--- src/sv/head_scan_track_sequencer_unit_defines.svh ---
// ----------------------------------------------------------------------------
// head_scan_track_sequencer_unit_defines
// Assertion macros shared by the sequencer RTL.
// ----------------------------------------------------------------------------
`ifndef HEAD_SCAN_TRACK_SEQUENCER_UNIT_DEFINES_SVH
`define HEAD_SCAN_TRACK_SEQUENCER_UNIT_DEFINES_SVH

// same-cycle implication, disabled in reset
`define HSTS_ASSERT_NOW(lbl, ck, rn, ante, cons) \
	lbl: assert property (@(posedge ck) disable iff (!rn) (ante) |-> (cons)) \
		else $error("hsts: same-cycle check failed");

// next-cycle implication, disabled in reset
`define HSTS_ASSERT_NEXT(lbl, ck, rn, ante, cons) \
	lbl: assert property (@(posedge ck) disable iff (!rn) (ante) |=> (cons)) \
		else $error("hsts: next-cycle check failed");

`endif

--- src/sv/hsts_pkg.sv ---
// ----------------------------------------------------------------------------
// hsts_pkg
// Types, constants and the ball search point table of the head sequencer.
// ----------------------------------------------------------------------------
package hsts_pkg;

	localparam int ANGLE_FRAC_BITS = 4;
	localparam int ONE_DEG         = 1 << ANGLE_FRAC_BITS;
	localparam int HALF_DEG        = 1 << (ANGLE_FRAC_BITS - 1);
	localparam int SWEEP_LIMIT     = 90 * ONE_DEG + ONE_DEG / 10;
	localparam int SWEEP_START_INT = -90 * ONE_DEG;
	localparam int SWEEP_TURN_INT  = 90 * ONE_DEG;
	localparam int POST_PITCH_INT  = 30 * ONE_DEG;
	localparam int YAW_MARGIN_INT  = 30 * ONE_DEG;

	localparam int ANG_W  = 13;
	localparam int WIDE_W = ANG_W + 1;
	localparam int OFS_W  = 12;
	localparam int U11_W  = 11;
	localparam int PT_W   = 4;
	localparam int ANG_MAX = (1 << (ANG_W - 1)) - 1;
	localparam int ANG_MIN = -(1 << (ANG_W - 1));

	localparam int CFG_W      = 13;
	localparam int CFG_ADDR_W = 3;
	localparam int IN_DATA_W  = 80;
	localparam int OUT_DATA_W = 32;

	typedef logic signed [ANG_W-1:0]  ang_t;
	typedef logic signed [WIDE_W-1:0] ang_wide_t;
	typedef logic signed [OFS_W-1:0]  ofs_t;
	typedef logic [U11_W-1:0]         u11_t;
	typedef logic [PT_W-1:0]          point_t;

	typedef enum logic [1:0] {
		MODE_LOOK  = 2'd0,
		MODE_BALL  = 2'd1,
		MODE_POST  = 2'd2,
		MODE_TRACK = 2'd3
	} mode_t;

	typedef enum logic [CFG_ADDR_W-1:0] {
		REG_YAW_MIN   = 3'd0,
		REG_YAW_MAX   = 3'd1,
		REG_PITCH_MIN = 3'd2,
		REG_PITCH_MAX = 3'd3,
		REG_POST_STEP = 3'd4,
		REG_DEADBAND  = 3'd5
	} reg_idx_t;

	localparam point_t BALL_POINT_LAST = PT_W'(11);
	localparam ang_t   SWEEP_START     = ANG_W'(SWEEP_START_INT);
	localparam ang_t   SWEEP_TURN      = ANG_W'(SWEEP_TURN_INT);
	localparam ang_t   SWEEP_HI        = ANG_W'(SWEEP_LIMIT);
	localparam ang_t   SWEEP_LO        = ANG_W'(-SWEEP_LIMIT);
	localparam ang_t   POST_PITCH      = ANG_W'(POST_PITCH_INT);

	typedef struct packed {
		ang_t yaw_min;
		ang_t yaw_max;
		ang_t pitch_min;
		ang_t pitch_max;
		u11_t post_step;
		u11_t deadband;
	} cfg_t;

	typedef struct packed {
		mode_t  mode;
		ang_t   look_yaw;
		ang_t   look_pitch;
		point_t ball_point;
		logic   sweep_phase;
		ang_t   sweep_yaw;
	} state_t;

	typedef struct packed {
		logic  op;
		ang_t  cmd_yaw;
		ang_t  cmd_pitch;
		mode_t cmd_mode;
		logic  ball_seen;
		ofs_t  ball_alpha;
		ofs_t  ball_beta;
		logic  post_seen;
		ang_t  head_yaw;
		ang_t  head_pitch;
	} item_t;

	typedef struct packed {
		ang_t  target_yaw;
		ang_t  target_pitch;
		mode_t mode_now;
	} result_t;

	// search point yaw, table in half degrees
	function automatic ang_t ball_point_yaw(input point_t idx);
		int v;
		case (idx)
			4'd0:    v = 200;
			4'd1:    v = 100;
			4'd2:    v = 0;
			4'd3:    v = -100;
			4'd4:    v = -200;
			4'd5:    v = -170;
			4'd6:    v = -55;
			4'd7:    v = 55;
			4'd8:    v = 170;
			4'd9:    v = 100;
			4'd10:   v = 0;
			4'd11:   v = -100;
			default: v = 0;
		endcase
		return ANG_W'(v * HALF_DEG);
	endfunction

	// search point pitch, table in degrees
	function automatic ang_t ball_point_pitch(input point_t idx);
		int v;
		case (idx)
			4'd5, 4'd6, 4'd7, 4'd8: v = 30;
			4'd9, 4'd10, 4'd11:     v = 60;
			default:                v = 0;
		endcase
		return ANG_W'(v * ONE_DEG);
	endfunction

	// saturate a widened angle into the output range
	function automatic ang_t ang_sat(input ang_wide_t x);
		ang_t r;
		if (x > WIDE_W'(ANG_MAX)) begin
			r = ANG_W'(ANG_MAX);
		end else if (x < WIDE_W'(ANG_MIN)) begin
			r = ANG_W'(ANG_MIN);
		end else begin
			r = x[ANG_W-1:0];
		end
		return r;
	endfunction

endpackage

--- src/sv/hsts_step.sv ---
// ----------------------------------------------------------------------------
// hsts_step
// One item of the sequencer: next state and setpoint from state and item.
// ----------------------------------------------------------------------------
module hsts_step (
	input  hsts_pkg::cfg_t    cfg,
	input  hsts_pkg::state_t  cur,
	input  hsts_pkg::item_t   item,
	output hsts_pkg::state_t  nxt,
	output hsts_pkg::result_t res
);
	import hsts_pkg::*;

	logic [OFS_W-1:0] alpha_mag;
	logic [OFS_W-1:0] beta_mag;
	ang_wide_t        trk_yaw_raw;
	ang_wide_t        trk_pitch_raw;
	ang_wide_t        yaw_hi;
	ang_wide_t        yaw_lo;
	ang_wide_t        trk_yaw_hc;
	ang_wide_t        trk_yaw_c;
	ang_wide_t        trk_pitch_hc;
	ang_wide_t        trk_pitch_c;
	ang_t             step_s;
	logic             sweep_in;

	// track setpoint: nudge by one degree per axis beyond the deadband, then clamp (upper first)
	always_comb begin
		alpha_mag = item.ball_alpha[OFS_W-1] ? OFS_W'(-item.ball_alpha) : OFS_W'(item.ball_alpha);
		beta_mag  = item.ball_beta[OFS_W-1] ? OFS_W'(-item.ball_beta) : OFS_W'(item.ball_beta);

		trk_yaw_raw   = WIDE_W'(item.head_yaw);
		trk_pitch_raw = WIDE_W'(item.head_pitch);
		if (alpha_mag > OFS_W'(cfg.deadband)) begin
			trk_yaw_raw = item.ball_alpha[OFS_W-1] ? trk_yaw_raw + WIDE_W'(ONE_DEG)
			                                       : trk_yaw_raw - WIDE_W'(ONE_DEG);
		end
		if (beta_mag > OFS_W'(cfg.deadband)) begin
			trk_pitch_raw = item.ball_beta[OFS_W-1] ? trk_pitch_raw - WIDE_W'(ONE_DEG)
			                                        : trk_pitch_raw + WIDE_W'(ONE_DEG);
		end

		yaw_hi = WIDE_W'(cfg.yaw_max) - WIDE_W'(YAW_MARGIN_INT);
		yaw_lo = WIDE_W'(cfg.yaw_min) + WIDE_W'(YAW_MARGIN_INT);
		trk_yaw_hc   = (trk_yaw_raw > yaw_hi) ? yaw_hi : trk_yaw_raw;
		trk_yaw_c    = (trk_yaw_hc < yaw_lo) ? yaw_lo : trk_yaw_hc;
		trk_pitch_hc = (trk_pitch_raw > WIDE_W'(cfg.pitch_max)) ? WIDE_W'(cfg.pitch_max)
		                                                        : trk_pitch_raw;
		trk_pitch_c  = (trk_pitch_hc < WIDE_W'(cfg.pitch_min)) ? WIDE_W'(cfg.pitch_min)
		                                                       : trk_pitch_hc;
	end

	assign step_s   = ang_t'({2'b00, cfg.post_step});
	assign sweep_in = (cur.sweep_yaw >= SWEEP_LO) && (cur.sweep_yaw <= SWEEP_HI);

	always_comb begin
		nxt              = cur;
		res.target_yaw   = cur.look_yaw;
		res.target_pitch = cur.look_pitch;

		if (item.op) begin
			nxt.look_yaw    = item.cmd_yaw;
			nxt.look_pitch  = item.cmd_pitch;
			nxt.mode        = item.cmd_mode;
			nxt.ball_point  = BALL_POINT_LAST;
			nxt.sweep_phase = 1'b0;
			nxt.sweep_yaw   = SWEEP_START;
		end else begin
			case (cur.mode)
				MODE_LOOK: begin
				end
				MODE_BALL: begin
					if (item.ball_seen) begin
						nxt.mode         = MODE_TRACK;
						res.target_yaw   = ang_sat(trk_yaw_c);
						res.target_pitch = ang_sat(trk_pitch_c);
					end else if (cur.ball_point <= BALL_POINT_LAST) begin
						res.target_yaw   = ball_point_yaw(cur.ball_point);
						res.target_pitch = ball_point_pitch(cur.ball_point);
						nxt.ball_point   = cur.ball_point - PT_W'(1);
					end else begin
						nxt.mode = MODE_LOOK;
					end
					if (item.ball_seen || cur.ball_point > BALL_POINT_LAST) begin
						nxt.ball_point  = BALL_POINT_LAST;
						nxt.sweep_phase = 1'b0;
						nxt.sweep_yaw   = SWEEP_START;
					end
				end
				MODE_POST: begin
					if (!item.post_seen && !cur.sweep_phase && sweep_in) begin
						res.target_yaw   = cur.sweep_yaw;
						res.target_pitch = POST_PITCH;
						nxt.sweep_yaw    = cur.sweep_yaw + step_s;
					end else if (!item.post_seen && !cur.sweep_phase) begin
						// first sweep done: second sweep starts at +90 deg
						res.target_yaw   = SWEEP_TURN;
						res.target_pitch = '0;
						nxt.sweep_phase  = 1'b1;
						nxt.sweep_yaw    = SWEEP_TURN - step_s;
					end else if (!item.post_seen && sweep_in) begin
						res.target_yaw   = cur.sweep_yaw;
						res.target_pitch = '0;
						nxt.sweep_yaw    = cur.sweep_yaw - step_s;
					end else begin
						nxt.mode        = MODE_LOOK;
						nxt.ball_point  = BALL_POINT_LAST;
						nxt.sweep_phase = 1'b0;
						nxt.sweep_yaw   = SWEEP_START;
					end
				end
				MODE_TRACK: begin
					res.target_yaw   = ang_sat(trk_yaw_c);
					res.target_pitch = ang_sat(trk_pitch_c);
				end
				default: begin
				end
			endcase
		end

		res.mode_now = nxt.mode;
	end

endmodule

--- src/sv/head_scan_track_sequencer_unit.sv ---
// ----------------------------------------------------------------------------
// head_scan_track_sequencer_unit
// Pan/tilt head aiming sequencer: look-at, ball search, post search, track.
// ----------------------------------------------------------------------------
// Usage:
//   Input stream (s_*): one item per transfer. s_tuser = 1 is a command
//   (look-at angles and mode; restarts searches, gives no result);
//   s_tuser = 0 is a tick carrying ball/post observations and head angles,
//   and gives exactly one setpoint transfer on the output stream (m_*).
//   Config: cfg_we/cfg_addr/cfg_wdata write the limit, step and deadband
//   registers; write only while the block is idle.
//   Path: an accepted tick goes through the input register, then the result
//   register, before its setpoint shows at m_tdata.
//   Throughput: one item per cycle while the output is not stalled, set by
//   the single pass through the step logic between the input and result registers.
//   Stall: while m_tready is low with a setpoint held, one more item may
//   sit in the input register; a command there still completes, a tick
//   there holds s_tready low until the result register drains.
//   Reset (arst_n low): state, config and valid registers reset, mode is
//   look-at at angle zero, both streams empty.
// ----------------------------------------------------------------------------
`include "head_scan_track_sequencer_unit_defines.svh"

module head_scan_track_sequencer_unit (
	input  logic                               clk,
	input  logic                               arst_n,
	// config write port
	input  logic                               cfg_we,
	input  logic [hsts_pkg::CFG_ADDR_W-1:0]    cfg_addr,
	input  logic [hsts_pkg::CFG_W-1:0]         cfg_wdata,
	// input stream
	input  logic                               s_tvalid,
	output logic                               s_tready,
	// s_tdata, low bit up: cmd_yaw[13], cmd_pitch[13], cmd_mode[2], ball_seen[1],
	// ball_alpha[12], ball_beta[12], post_seen[1], head_yaw[13], head_pitch[13]
	input  logic [hsts_pkg::IN_DATA_W-1:0]     s_tdata,
	// s_tuser: op[1] (1 command, 0 tick)
	input  logic                               s_tuser,
	// output stream
	output logic                               m_tvalid,
	input  logic                               m_tready,
	// m_tdata, low bit up: target_yaw[13], target_pitch[13], mode_now[2], zero pad[4]
	output logic [hsts_pkg::OUT_DATA_W-1:0]    m_tdata
);
	import hsts_pkg::*;

	cfg_t    cfg_q;
	state_t  state_q;
	state_t  state_nxt;
	item_t   in_item;
	item_t   item_s1;
	logic    valid_s1;
	result_t res_step;
	result_t res_s2;
	logic    valid_s2;
	logic    adv;
	logic    in_xfer;

	// unpack input transfer
	always_comb begin
		in_item.op         = s_tuser;
		in_item.cmd_yaw    = s_tdata[12:0];
		in_item.cmd_pitch  = s_tdata[25:13];
		in_item.cmd_mode   = mode_t'(s_tdata[27:26]);
		in_item.ball_seen  = s_tdata[28];
		in_item.ball_alpha = s_tdata[40:29];
		in_item.ball_beta  = s_tdata[52:41];
		in_item.post_seen  = s_tdata[53];
		in_item.head_yaw   = s_tdata[66:54];
		in_item.head_pitch = s_tdata[79:67];
	end

	// a command needs no output slot; a tick needs the result register free
	assign adv      = valid_s1 && (item_s1.op || !valid_s2 || m_tready);
	assign s_tready = !valid_s1 || adv;
	assign in_xfer  = s_tvalid && s_tready;

	hsts_step u_step (
		.cfg  (cfg_q),
		.cur  (state_q),
		.item (item_s1),
		.nxt  (state_nxt),
		.res  (res_step)
	);

	// config registers
	always_ff @(posedge clk or negedge arst_n) begin
		if (!arst_n) begin
			cfg_q.yaw_min   <= ANG_W'(-1600);
			cfg_q.yaw_max   <= ANG_W'(1600);
			cfg_q.pitch_min <= '0;
			cfg_q.pitch_max <= ANG_W'(960);
			cfg_q.post_step <= U11_W'(160);
			cfg_q.deadband  <= U11_W'(51);
		end else if (cfg_we) begin
			case (reg_idx_t'(cfg_addr))
				REG_YAW_MIN:   cfg_q.yaw_min   <= cfg_wdata[ANG_W-1:0];
				REG_YAW_MAX:   cfg_q.yaw_max   <= cfg_wdata[ANG_W-1:0];
				REG_PITCH_MIN: cfg_q.pitch_min <= cfg_wdata[ANG_W-1:0];
				REG_PITCH_MAX: cfg_q.pitch_max <= cfg_wdata[ANG_W-1:0];
				REG_POST_STEP: cfg_q.post_step <= cfg_wdata[U11_W-1:0];
				REG_DEADBAND:  cfg_q.deadband  <= cfg_wdata[U11_W-1:0];
				default: begin
				end
			endcase
		end
	end

	// sequencer state, updated as the item in the input register retires
	always_ff @(posedge clk or negedge arst_n) begin
		if (!arst_n) begin
			state_q.mode        <= MODE_LOOK;
			state_q.look_yaw    <= '0;
			state_q.look_pitch  <= '0;
			state_q.ball_point  <= BALL_POINT_LAST;
			state_q.sweep_phase <= 1'b0;
			state_q.sweep_yaw   <= SWEEP_START;
		end else if (adv) begin
			state_q <= state_nxt;
		end
	end

	// input register
	always_ff @(posedge clk or negedge arst_n) begin
		if (!arst_n) begin
			valid_s1 <= 1'b0;
		end else if (in_xfer) begin
			valid_s1 <= 1'b1;
		end else if (adv) begin
			valid_s1 <= 1'b0;
		end
	end

	always_ff @(posedge clk) begin
		if (in_xfer) begin
			item_s1 <= in_item;
		end
	end

	// result register
	always_ff @(posedge clk or negedge arst_n) begin
		if (!arst_n) begin
			valid_s2 <= 1'b0;
		end else if (adv && !item_s1.op) begin
			valid_s2 <= 1'b1;
		end else if (m_tready) begin
			valid_s2 <= 1'b0;
		end
	end

	always_ff @(posedge clk) begin
		if (adv && !item_s1.op) begin
			res_s2 <= res_step;
		end
	end

	assign m_tvalid = valid_s2;
	assign m_tdata  = {4'b0000, res_s2.mode_now, res_s2.target_pitch, res_s2.target_yaw};

	// a command never loads the result register
	`HSTS_ASSERT_NEXT(a_cmd_no_result, clk, arst_n, adv && item_s1.op, m_tvalid == $past(m_tvalid && !m_tready))
	// reported mode matches the retired state
	`HSTS_ASSERT_NEXT(a_mode_now_match, clk, arst_n, adv && !item_s1.op, m_tdata[27:26] == state_q.mode)
	// ball point parked outside ball search
	`HSTS_ASSERT_NOW(a_point_parked, clk, arst_n, state_q.mode != MODE_BALL, state_q.ball_point == BALL_POINT_LAST)
	// sweep parked outside post search
	`HSTS_ASSERT_NOW(a_sweep_parked, clk, arst_n, state_q.mode != MODE_POST, !state_q.sweep_phase && state_q.sweep_yaw == SWEEP_START)
	// input side only stalls behind a held setpoint
	`HSTS_ASSERT_NOW(a_stall_cause, clk, arst_n, !s_tready, valid_s1 && m_tvalid && !m_tready)

endmodule
--- config.mk ---
export PLATFORM = sky130hd
export DESIGN_NAME = head_scan_track_sequencer_unit
export DESIGN_NICKNAME = d
export VERILOG_FILES = /design/src/sv/hsts_pkg.sv /design/src/sv/hsts_step.sv /design/src/sv/head_scan_track_sequencer_unit.sv
export VERILOG_INCLUDE_DIRS = /design/src /design/src/sv
export SDC_FILE = /design/constraint.sdc
export NUM_CORES = 1
export LEC_CHECK = 0
export ABC_AREA = 1
export BUFFER_PORTS_ARGS = -buffer_cell sky130_fd_sc_hd__buf_2
export CAP_MARGIN = 20
export CORE_ASPECT_RATIO = 1.5
export CORE_MARGIN = 4
export CORE_UTILIZATION = 40
export CTS_CLUSTER_SIZE = 16
export DETAILED_ROUTE_END_ITERATION = 12
export REMOVE_ABC_BUFFERS = 1
export SLEW_MARGIN = 25
export SYNTH_ARGS = -nofsm -noshare
export SYNTH_HDL_FRONTEND = slang
export SYNTH_SLANG_ARGS = --single-unit
export TNS_END_PERCENT = 5
--- constraint.sdc ---
create_clock -name clk -period 5.46 [get_ports clk]
set_input_delay 0.546 -clock clk [delete_from_list [all_inputs] [get_ports clk]]
set_output_delay 0.546 -clock clk [all_outputs]
set_load 0.02 [all_outputs]
==> results of run 1 <==
==> worst paths after layout <==
check | cells past startpoint | slack, ps | to
max | 39 | -410 | m_tdata[12]
min | 1 | 20 | cfg_q[52]
max reg2reg | 39 | -410 | m_tdata[12]
min reg2reg | 1 | 480 | state_q[24]
max in group asynchronous | 2 | 4200 | cfg_q[25]
min in group clk | 1 | 160 | item_s1[53]
==> per-layer routing <==
layer | vias up | track usage, % | share of wire, % | wire [µm]
li1 | 6912 | - | - | -
met1 | 6389 | 23.3 | 39 | 17200
met2 | 348 | 38.8 | 53 | 23600
met3 | 102 | 1.86 | 3.9 | 1730
met4 | 0 | 8.89 | 4.7 | 2090
met5 | - | 0 | 0 | 0
==> Yosys cell counts, types with 6 or more instances <==
cell type  count
nand2_1      452
inv_1        234
o21ai_0      180
nor2_1       144
a21oi_1      131
ha_1         127
edfxtp_1     109
dfrtp_1       96
nand3_1       75
clkbuf_1      45
xor2_1        37
dfstp_2       26
o211ai_1      20
nand2_2       19
o21ai_1       19
inv_2         16
mux2_2        16
xnor2_1       16
o22ai_1       14
nor3_1        13
or2_2         12
nand4_1       11
a21oi_2       10
a221oi_1       9
a31oi_1        7
buf_2          7
a211oi_1       6
buf_4          6
o31ai_1        6
==> stage by stage <==
stage	std cells	setup TNS [ps]	cell area [µm²]	setup slack, ps
3_5_place_dp	2618	-15800	17500	-746
4_1_cts	2672	-8630	18600	-363
3_3_place_gp	2618	-11320	17500	-515
2_1_floorplan	1866	-8590	15200	-425
6_report	2681	-6980	18900	-415
5_1_grt	2681	-20120	18900	-832
==> sequential cells by signal (all words and copies together), names as in the netlist <==
| signal | flops |
|---|---|
| cfg_q | 74 |
| m_tvalid | 1 |
| valid_s1 | 1 |
| state_q | 46 |
| m_tdata | 28 |
| item_s1 | 81 |
==> timing repair <==
item | CTS | global route
buffers inserted | 4 | 6
resized for setup | 54 | 68
pin swaps | 18 | 40
gates cloned | 2 | 3
setup endpoints to repair | 26 | 26
==> layout make-up <==
cell class              count  area (µm²)  share of cell area [%]
multi-input cells        1384        8360                    44.1
flip-flops and latches    231        6360                    33.6
repair buffers            269        1730                    9.13
inverters                 254         953                    5.03
clock buffers              33         793                    4.19
well taps                 495         619                    3.27
clock inverters            15         128                   0.674
==> critical path: cells and delay by family, from the launching register on <==
kind / cells / cell delay, ps
AOI/OAI and AO/OA: 7 / 950
xor gates and xnor gates: 1 / 100
adders and majority gates: 4 / 1020
and+or+nand+nor: 18 / 2210
buffers and inverters: 9 / 980
DFF: 1 / 360
==> placed cells by master, fill, tap and decap left out, types with 35 or more instances in the layout <==
cell type / instances
ha_1: 121
inv_1: 230
edfxtp_1: 109
a21oi_1: 118
nor2_1: 137
dfrtp_1: 96
buf_4: 130
xor2_1: 36
nand2_2: 35
nand2_1: 431
o21ai_0: 160
buf_2: 131
nand3_1: 69
==> where the power goes <==
part | total (mW) | leakage (nW) | internal [mW] | switching [mW]
Combinational | 5.86 | 6.11 | 2.32 | 3.54
Clock | 1.83 | 0.451 | 1.05 | 0.779
Sequential | 2.39 | 2.50 | 2.15 | 0.240
==> kinds of logic after synthesis <==
family,Yosys count,share of synthesized area (%)
fa+ha+maj,131,10.8
mux,16,1.16
other cells,1,0.0242
simple gates,750,20.5
compound gates,427,15.5
buf+inv,315,7.94
flops,231,41.1
xor+xnor,53,3.00
==> impl_results.md, run 1 <==
- CP startpoint kind: flip-flop
- Ys async rst share: 52.8%
- GRT Util Overall: 20.6%
- Fill cells: 3737
- Ranking of synthesized cells by area: edfxtp_1 (21%), dfrtp_1 (16%), nand2_1 (11%)
- # diodes: 0
- Root Driver: clkbuf_16
- Main synth FF type: edfxtp_1
- Worst clock skew: 15.1 ps
- Share of layout cells above drive strength 1: 23.5%
- Worst endpoint required time: 5760 ps
- Tmin final: 5870 ps
- Hpwl dp: 34200 µm
- Final setup margin: -415 ps
- Residual DRC: 0
- Number of nets in the layout: 2399
- Synth cell types: 58
- Overall power: 10.1 mW
- Die H: 249 µm
- Post-detailed-routing wire length: 44600 µm
- I/O pins: 136
- H-tree depth reported by CTS: 1
- # setup viols final: 26
- Port bufs: 131
- Maximum VDD drop: 330 µV
- Final hold viol count: 0
- CTS tree: yes
- Class of the worst hold path: in2async
- Final Util: 49.4%
- DIE AREA: 0.0419 mm²
- Crit Path Class: reg2reg
- Via-per-instance ratio: 5.13
- WL/cell: 16.6 µm
- Critical Path Start: item_s1[39]
- Max-Cap Viols: 0
- Worst-margin pin slew: 1070 ps
- CTS Buf Count: 26
- Critical Path Most Common Cell: buf_4
- DR iter-0 viols: 712
- Global-route wire length before repair: 70200 µm
- Vias in the first global route: 13700
- Syn. warnings: 0
- Largest net degree at the start of global routing: 73
- Core area: 0.0383 mm²
- Leak: 9.06 nW
- Max-slew violations: 0
- FP Rows: 88
- Slowest cell delay on critical path: 360 ps
- Starting Density: 40.4%
- Vias after detailed routing: 13800
- Seq/Total Area, Yosys: 41.1%
- Number of synthesized flops with an enable pin: 109
- Rel. slew slack: 28.7%
- Grt total ovfl: 0
- Outcome: complete, but fails checks
- RSZ-0062 raised after global routing: true
- Number of detailed-route iterations in the first pass: 5
- Hold-fix buffers, CTS: 0
- Synth Cell Area: 0.0155 mm²
- Worst-Skew Late Latency: 560 ps
- CTS Sinks: 231
- Max Clk Rate: 170 MHz
- CP Data Arrival Time: 6170 ps
- Largest fanout on the critical path: 7
- GPL Wtd Cong: 0.938
- Synthesized area per cell: 8.04 µm²
- Yosys reg bits: 231
- Share of the synthesized area in the top cell type: 21.2%
- Worst hold slack: 18.3 ps
- Syn Inst Count: 1924
- Crit share post-route: 108%
- Clock Pin Slew Worst Setup and Hold Paths: 60 ps
- Failing checks: negative setup slack
- Crit path max-delay cell type: edfxtp_1
- Cell taking the most area after synthesis: edfxtp_1
- P per Cell Area: 532 mW/mm²
- Antenna viol nets, final: 0
- Worst reg2reg startpoint: item_s1[39]
- Initial antenna violation count: 0
- Die width: 169 µm
- Area grow syn2layout: 22.5%
- Worst Setup End Kind: flip-flop
- Clock buffer depth: 3
Note: power is estimated with default switching activity, not from simulation.
==> inputs of run 2 (changes only) <==
- CAP_MARGIN: 20 -> 25
- SLEW_MARGIN: 25 -> 0
- SYNTH_HIERARCHICAL: default -> 1
==> impl_results.md, run 2 <==
- Outcome: complete, but fails checks (unchanged)
- Failing checks: negative setup slack (unchanged)
- Share of layout cells above drive strength 1: 23.0% (was 23.5%)
- Hold depth: 1
- Reg power frac: 21.5% (was 23.7%)
- Synthesized area per cell: 7.49 µm² (was 8.04 µm²)
- Main synth FF type: edfxtp_1 (unchanged)
- CP top delay family: simple AND/OR/NAND/NOR gates (unchanged)
- Max-slew violations: 0 (unchanged)
- Initial antenna violation count: 5 (was 0)
- CTS tree: yes (unchanged)
- Die width: 174 µm (was 169 µm)
- Number of detailed-route iterations in the first pass: 6 (was 5)
- Syn Inst Count: 2200 (was 1924)
- H-tree depth reported by CTS: 1 (unchanged)
- Root Driver: clkbuf_16 (unchanged)
- P per Cell Area: 549 mW/mm² (was 532 mW/mm²)
- Number of nets in the layout: 2673 (was 2399)
- GRT Util Overall: 21.7% (was 20.6%)
- Worst-Skew Late Latency: 560 ps (about the same)
- Grt total ovfl: 0 (unchanged)
- WL/cell: 17.2 µm (was 16.6 µm)
- Ranking of synthesized cells by area: edfxtp_1 (20%), nand2_1 (15%), dfrtp_1 (15%) (was edfxtp_1 (21%), dfrtp_1 (16%), nand2_1 (11%))
- Final setup margin: -678 ps (was -415 ps)
- Largest fanout on the critical path: 6 (was 7)
- Cell taking the most area after synthesis: edfxtp_1 (unchanged)
- Commonest non-fill, non-tap cells in the layout: nand2_1 (600), inv_1 (253), o21ai_0 (168), buf_4 (153), buf_2 (130) (was nand2_1 (431), inv_1 (230), o21ai_0 (160), nor2_1 (137), buf_2 (131))
- Share of the synthesized area in the top cell type: 19.9% (was 21.2%)
- CTS Sinks: 231 (unchanged)
- Port bufs: 131 (unchanged)
- Rel. slew slack: 23.5% (was 28.7%)
- Int Pwr: 5.99 mW (was 5.52 mW)
- Global-route wire length before repair: 79500 µm (was 70200 µm)
- Synth Cell Area: 0.0165 mm² (was 0.0155 mm²)
- Max FFs per register: 81 (unchanged)
- Multi-input gate area: 0.00956 mm² (was 0.00836 mm²)
- Largest reg by FF count: item_s1 (unchanged)
- Worst reg2reg startpoint: item_s1[39] (unchanged)
- Ys async rst share: 52.8% (unchanged)
- Min-delay src: s_tuser
- Crit Path Class: reg2reg (unchanged)
- Tmin final: 6140 ps (was 5870 ps)
- Antenna viol nets, final: 0 (unchanged)
- Number of synthesized flops with an enable pin: 109 (unchanged)
- Dominant cell by count in the synthesized netlist: nand2_1 (unchanged)
- Worst endpoint required time: 5760 ps (about the same)
- Clock buffer depth: 3 (unchanged)
- Placed cells: 2885 (was 2618)
- Overall power: 11.2 mW (was 10.1 mW)
- Reg area: 0.00636 mm² (unchanged)
- Yosys reg bits: 231 (unchanged)
- GPL Wtd Cong: 0.945 (was 0.938)
- Synth top cells by count: nand2_1 (650), inv_1 (267), o21ai_0 (203) (was nand2_1 (452), inv_1 (234), o21ai_0 (180))
- Hold Path End: item_s1[80]
- Net Sw Frac: 46.7% (was 45.2%)
- Final hold viol count: 0 (unchanged)
- CP Data Arrival Time: 6440 ps (was 6170 ps)
- Synth cell types: 58 (unchanged)
- Class of the worst hold path: in2reg (was in2async)
- Fill cells: 3866 (was 3737)
- Max-Cap Viols: 0 (unchanged)
- Slowest cell delay on critical path: 390 ps (was 360 ps)
- Worst clock skew: 11.0 ps (was 15.1 ps)
- FP Rows: 90 (was 88)
- Biggest registers after layout: item_s1 (81), cfg_q (74), state_q (46) (unchanged)
- # setup viols final: 26 (unchanged)
- Setup TNS: -15140 ps (was -6980 ps)
- Residual DRC: 0 (unchanged)
- Hpwl dp: 37100 µm (was 34200 µm)
- CP startpoint kind: flip-flop (unchanged)
- Vias after detailed routing: 15700 (was 13800)
- RSZ-0062 raised after global routing: true (unchanged)
- Critical Path Most Common Cell: nand2_2 (was buf_4)
- Worst hold slack: 155 ps (was 18.3 ps)
- Commonest non-fill, non-tap cell in the layout: nand2_1 (unchanged)
- Seq/Total Area, Yosys: 38.6% (was 41.1%)
- Vias in the first global route: 15200 (was 13700)
- Share of power burned in combinational logic: 62.0% (was 58.2%)
- Max Clk Rate: 163 MHz (was 170 MHz)
- Clock Power Share: 16.5% (was 18.1%)
- DR iter-0 viols: 1032 (was 712)
- Core area: 0.0404 mm² (was 0.0383 mm²)
- R2r endpoint: m_tdata[5] (was m_tdata[12])
- Met1 Use GR: 25.3% (was 23.3%)
- Via-per-instance ratio: 5.29 (was 5.13)
- M2 GR Usage: 39.3% (was 38.8%)
- DIE AREA: 0.0446 mm² (was 0.0419 mm²)
- Crit path buf inv count: 10 (was 9)
- Largest net degree at the start of global routing: 71 (was 73)
- Global Route met3 Usage: 3.58% (was 1.86%)
- Fin cells: 2970 (was 2681)
- Clock Pin Slew Worst Setup and Hold Paths: 70 ps (was 60 ps)
- Post-detailed-routing wire length: 51200 µm (was 44600 µm)
- Psw: 5.24 mW (was 4.56 mW)
- Busiest grt layer: met2 (unchanged)
- CTS Buf Count: 26 (unchanged)
- Crit path max-delay cell type: edfxtp_1 (unchanged)
- Crit share post-route: 112% (was 108%)
- Syn. warnings: 6 (was 0)
- Worst-margin pin slew: 1150 ps (was 1070 ps)
- Area grow syn2layout: 24.2% (was 22.5%)
- Maximum VDD drop: 347 µV (was 330 µV)
- Worst-case reg-to-reg path depth: 46 (was 39)
- I/O pins: 136 (unchanged)
- Starting Density: 40.7% (was 40.4%)
- Setup slack, reg-to-reg: -680 ps (was -410 ps)
- Leak: 9.97 nW (was 9.06 nW)
- Die H: 257 µm (was 249 µm)
- Worst Setup End Kind: flip-flop (unchanged)
## run 2: metrics by stage
| stage | util, % | cell area [µm²] | setup WS, ps |
|---|---|---|---|
| floorplan | - | 16000 | -531 |
| global placement | 45.5 | 18400 | -1110 |
| detailed placement | 45.5 | 18400 | -1220 |
| CTS | 48.5 | 19600 | -648 |
| global route | 50.6 | 20500 | -1130 |
| finish | 50.6 | 20500 | -678 |
## run 2: timing repair
action / in CTS / in global routing
setup buffers: 5 / 18
pin swaps: 25 / 81
gates cloned: 5 / 3
resized for setup: 64 / 175
setup endpoints to repair: 26 / 26
endpoints found under the hold margin: 0 / 10
hold buffers: 0 / 1
## run 2: kinds of logic after synthesis
family / share of synthesized area, %
buf+inv: 9.02
compound gates: 14.4
simple gates: 25.0
fa+ha+maj: 10.1
xor+xnor: 2.71
mux: 0.0684
other cells: 0.0228
flops: 38.6
## run 2: power groups by stage
| stage | Combinational, mW | Sequential (mW) | Clock (mW) |
|---|---|---|---|
| floorplan | 3.39 | 2.38 | 0 |
| global placement | 5.32 | 2.44 | 0 |
| detailed placement | 5.40 | 2.44 | 0 |
| CTS | 5.98 | 2.41 | 1.91 |
| global route | 7.69 | 2.45 | 1.99 |
| finish | 6.97 | 2.41 | 1.85 |
## run 2: per-layer routing
metal	wire length, µm	part of all wire (%)
met5	28	0.055
met2	25800	50
met3	2810	5.5
met1	20300	40
met4	2310	4.5
## run 2: worst register-to-register path: cells and delay by family, from the launching register on
family / cells / cell delay [ps]
AO/OA/AOI/OAI: 5 / 480
adder cells (fa/ha/maj): 4 / 980
AND/OR/NAND/NOR: 26 / 3140
XOR/XNOR: 1 / 160
buffers and inverters: 10 / 740
flip-flops: 1 / 390
## run 2: final cells by class
cell class              count  share of cell area, %
diodes                      4                 0.0489
clock buffers              30                   3.25
clock inverters            18                   1.11
inverters                 273                   5.01
multi-input cells        1610                   46.7
flip-flops and latches    231                   31.1
well taps                 506                   3.09
repair buffers            298                   9.72
## run 2: worst max path at each step
stage / start / to / slack [ps] / depth (start not counted)
3_3_place_gp: item_s1[39] / m_tdata[3] / -1110 / 43
6_report: item_s1[39] / m_tdata[5] / -680 / 46
4_1_cts: item_s1[39] / m_tdata[3] / -650 / 46
5_1_grt: item_s1[27] / m_tdata[22] / -1130 / 43
2_1_floorplan: item_s1[27] / m_tdata[13] / -530 / 39
3_5_place_dp: item_s1[39] / m_tdata[3] / -1220 / 43
